### src/sv/srb_pkg.sv
// Shared types and constants of the shifted-row blitter.
// No dependencies; every other file of the block uses this package.
package srb_pkg;

    localparam int DEF_WORDS_PER_LINE = 20;
    localparam int DEF_LINES          = 400;

    localparam int WORD_BITS = 32;
    localparam int SHIFT_W   = 5;
    localparam int ACTION_W  = 2;
    localparam int XPOS_W    = 11;
    localparam int ROW_W     = 9;
    localparam int RIDX_W    = 13;

    typedef enum logic [ACTION_W-1:0] {
        ACT_OR   = 2'd0,
        ACT_XOR  = 2'd1,
        ACT_AND  = 2'd2,
        ACT_READ = 2'd3
    } t_action;

    // Commands from the controller to the datapath.
    typedef struct packed {
        logic clr_wr;
        logic load;
        logic rd_l;
        logic rd_r;
        logic wr_l;
        logic wr_r;
        logic out_load;
    } t_dp_cmd;

    // Status from the datapath to the controller.
    typedef struct packed {
        logic clr_last;
        logic out_free;
    } t_dp_stat;

    function automatic logic [WORD_BITS-1:0] combine(
        input t_action               op,
        input logic [WORD_BITS-1:0]  old_word,
        input logic [WORD_BITS-1:0]  term
    );
        logic [WORD_BITS-1:0] res;
        case (op)
            ACT_OR:  res = old_word | term;
            ACT_XOR: res = old_word ^ term;
            default: res = old_word & term;
        endcase
        return res;
    endfunction

endpackage

### src/sv/srb_ctrl.sv
// Sequencing controller of the shifted-row blitter: clearing pass, then the
// read-modify-write steps of each item. Depends on srb_pkg.
module srb_ctrl (
    input  logic              i_clk,
    input  logic              i_rst_n,
    input  logic              i_in_valid,
    output logic              o_in_ready,
    input  srb_pkg::t_dp_stat i_stat,
    output srb_pkg::t_dp_cmd  o_cmd
);
    import srb_pkg::*;

    typedef enum logic [4:0] {
        S_CLEAR = 5'b00001,
        S_IDLE  = 5'b00010,
        S_RD_L  = 5'b00100,
        S_RD_R  = 5'b01000,
        S_WR_R  = 5'b10000
    } t_state;

    t_state r_state;
    t_state n_state;

    always_ff @(posedge i_clk) begin
        if (!i_rst_n) begin
            r_state <= S_CLEAR;
        end else begin
            r_state <= n_state;
        end
    end

    always_comb begin
        n_state    = r_state;
        o_cmd      = '0;
        o_in_ready = 1'b0;
        case (r_state)
            S_CLEAR: begin
                o_cmd.clr_wr = 1'b1;
                if (i_stat.clr_last) begin
                    n_state = S_IDLE;
                end
            end
            S_IDLE: begin
                o_in_ready = 1'b1;
                if (i_in_valid) begin
                    o_cmd.load = 1'b1;
                    n_state    = S_RD_L;
                end
            end
            S_RD_L: begin
                o_cmd.rd_l = 1'b1;
                n_state    = S_RD_R;
            end
            S_RD_R: begin
                // The left word is written back while the right word is read.
                o_cmd.wr_l = 1'b1;
                o_cmd.rd_r = 1'b1;
                n_state    = S_WR_R;
            end
            S_WR_R: begin
                // Repeating this write while the result port is full is harmless,
                // because the old word stays in the read register.
                o_cmd.wr_r = 1'b1;
                if (i_stat.out_free) begin
                    o_cmd.out_load = 1'b1;
                    n_state        = S_IDLE;
                end
            end
            default: begin
                n_state = S_CLEAR;
            end
        endcase
    end

endmodule

### config.mk
export PLATFORM = sky130hd
export DESIGN_NAME = srb_ctrl
export DESIGN_NICKNAME = d
export VERILOG_FILES = /design/src/sv/srb_pkg.sv /design/src/sv/srb_ctrl.sv
export SDC_FILE = /design/constraint.sdc
export NUM_CORES = 1
export LEC_CHECK = 0
export BUFFER_PORTS_ARGS = -buffer_cell sky130_fd_sc_hd__buf_2
export CAP_MARGIN = 20
export CORE_AREA = 2 2 39 41
export DETAILED_ROUTE_END_ITERATION = 8
export DIE_AREA = 0 0 41 43
export PLACE_DENSITY_LB_ADDON = 0.15
export SLEW_MARGIN = 15
export SYNTH_ARGS = -nofsm -noshare
export SYNTH_HDL_FRONTEND = slang
export SYNTH_SLANG_ARGS = --single-unit
export TNS_END_PERCENT = 100
### constraint.sdc
create_clock -name i_clk -period 2.9 [get_ports i_clk]
set_input_delay 0.58 -clock i_clk [delete_from_list [all_inputs] [get_ports i_clk]]
set_output_delay 0.58 -clock i_clk [all_outputs]
set_load 0.1 [all_outputs]
==> results.ini <==
[finish]
largest_reg_flops=5
layoutNonFillerInstCount=65
diodes=0
top_regs=r_state (5)
layout.nets=55
regMostFlops=r_state
layout-drive-gt1-share_pct=51.0
synthToLayoutAreaGrowth_pct=24.3
final_util_pct=31.0
fin_area_um2=429

[worst_hold_path]
min_from=i_rst_n
hold_path_class=in -> reg

[logic_synthesis]
ys_top_cells_by_area=dfxtp_1 (29%), nor2_1 (6.5%), o31ai_4 (6.2%)
ys_seq_area_share_pct=29.0
synth.net_count=41
synth_area_leader_cell=dfxtp_1
post_synth_inst_count=36
synth_top_area_share_pct=29.0
synth_warnings=0
netlist_area_um2=345
synth-seq-cells=5
ys_types=21
synth.avg_cell_area_um2=9.59

[die]
core_area_um2=1380
start_util_pct=25.0
dieArea_um2=1760
num_rows=14
die_h_um=43
die_width_um=41
top_level_ports=13

[detailed_routing]
drt_iter0_markers=5
routed_via_density=4.68
drc=0
wl_per_cell_um=10.7
vias=304
wl_um=697
drt-pass1-iter-count=3
ant_nets=0

[clock_tree]
cts.path.max_buffers=2
path_clk_slew_ns=0.04
post_cts_resized=0
numCtsBuffers=3
cts-htree-levels=1
cts_tree=built
clkSinkCount=5
cts_hold_buffers=0
root_buffer=clkbuf_4
clk_latency_ns=0.24
cts_setup_buffers=0

[placed_design]
postPlaceCellArea_um2=403
io_buffers=12
dp_slack_ns=0.790
gp_congestion=0.770
post-dp-hpwl_um=549
placedCellCount=61

[sta]
setup_viol_count_final=0
final.setup.tns_ns=0
rsz0062_at_grt=false
hold_violations=0
tightest_slew_ns=0.485
clock_skew_ns=0.00187
fmaxAchievable_ghz=0.423
final.period_utilization_pct=81.5
relSlewSlack_pct=67.9
holdWs_ns=0.638
slew_violations=0
min_period_ns=2.36
layout_setup_ws_ns=0.537

[power_and_ir_drop]
leakage_nw=0.213
power_uw=256
peakVddDrop_v=0.000265
powerDensity_nw_per_um2=597

[global_routing]
grt_remaining_overflow=0
grt_max_degree=11
grt_antenna_before_repair=0
track_usage_pct=9.84
grt_pass1_vias=286
grt_pass1_wl_um=1150

[outcome]
outcome=completed

[critical_path]
worstSetupEndpointType=output pin
critPathKind=reg -> out
path_max_fanout=10
r2r-start=r_state[4]$_SDFFE_PN0P_
arrival_ns=1.78
worstSetupStartpoint=r_state[4]$_SDFFE_PN0P_
start_kind=register
crit_required_ns=2.32

[job]
maxCapViolCount=0

## worst paths after layout
kind	endpoint	slack (ns)	depth (start not counted)
setup / recovery	o_cmd[5]	0.54	4
hold / removal	r_state[2]$_SDFFE_PN0P_	0.64	3
setup reg to reg	r_state[4]$_SDFFE_PN0P_	1.42	3
hold reg to reg	r_state[1]$_SDFFE_PN0P_	0.69	2
## synthesized netlist by cell type (all sizes together)
cell    instances
o21ai           1
o21ba           1
o31ai           1
a21o            2
nor4b           2
dfxtp           5
or3             1
or2b            1
nor3b           2
and3            3
nor2            6
o211ai          1
and2            2
nand2b          1
buf             3
xor2            1
and4b           1
nor4bb          1
a211oi          1
## report_power, final
part,internal [mW],switching [mW]
logic,0.0281,0.0682
registers,0.0749,0.00696
clock network,0.0519,0.0261
## cells in the final DEF (no fill, tap or decap), drive strengths merged
| cell type | instances |
|---|---|
| a211oi | 1 |
| a21o | 2 |
| and2 | 2 |
| and3 | 3 |
| and4b | 1 |
| buf | 12 |
| clkbuf | 4 |
| dfxtp | 5 |
| nand2b | 1 |
| nor2 | 6 |
| nor3b | 2 |
| nor4b | 2 |
| nor4bb | 1 |
| o211ai | 1 |
| o21ai | 1 |
| o21ba | 1 |
| o31ai | 1 |
| or2b | 1 |
| or3 | 1 |
| xor2 | 1 |
## worst max-delay path: stages (launching register included)
cell and delay (ns):
dfxtp_1 0.39, or3_4 0.44, nor2_2 0.15, and2_2 0.15
buf_2 0.41
## routing by layer
layer	share of wire [%]	up-vias	global-route usage, %
li1	-	155	-
met1	44	141	12.2
met2	48	8	13.1
met3	7.9	0	3.14
met4	0	0	8.00
met5	0	-	0
## layout make-up
type                    count  area (um2)
flip-flops and latches      5         100
repair buffers             12        60.1
clock buffers               4        26.3
multi-input cells          28         223
fillers                   152         955
well taps                  16        20.0
## cell families after synthesis
| kind of cell | after synthesis | share of synthesized area, % |
|---|---|---|
| XOR/XNOR | 1 | 2.54 |
| AND/OR/NAND/NOR | 20 | 40.9 |
| buffers and inverters | 3 | 7.61 |
| AO/OA/AOI/OAI | 7 | 19.9 |
| flip-flops | 5 | 29.0 |
Power figures use the tool's default switching activity.
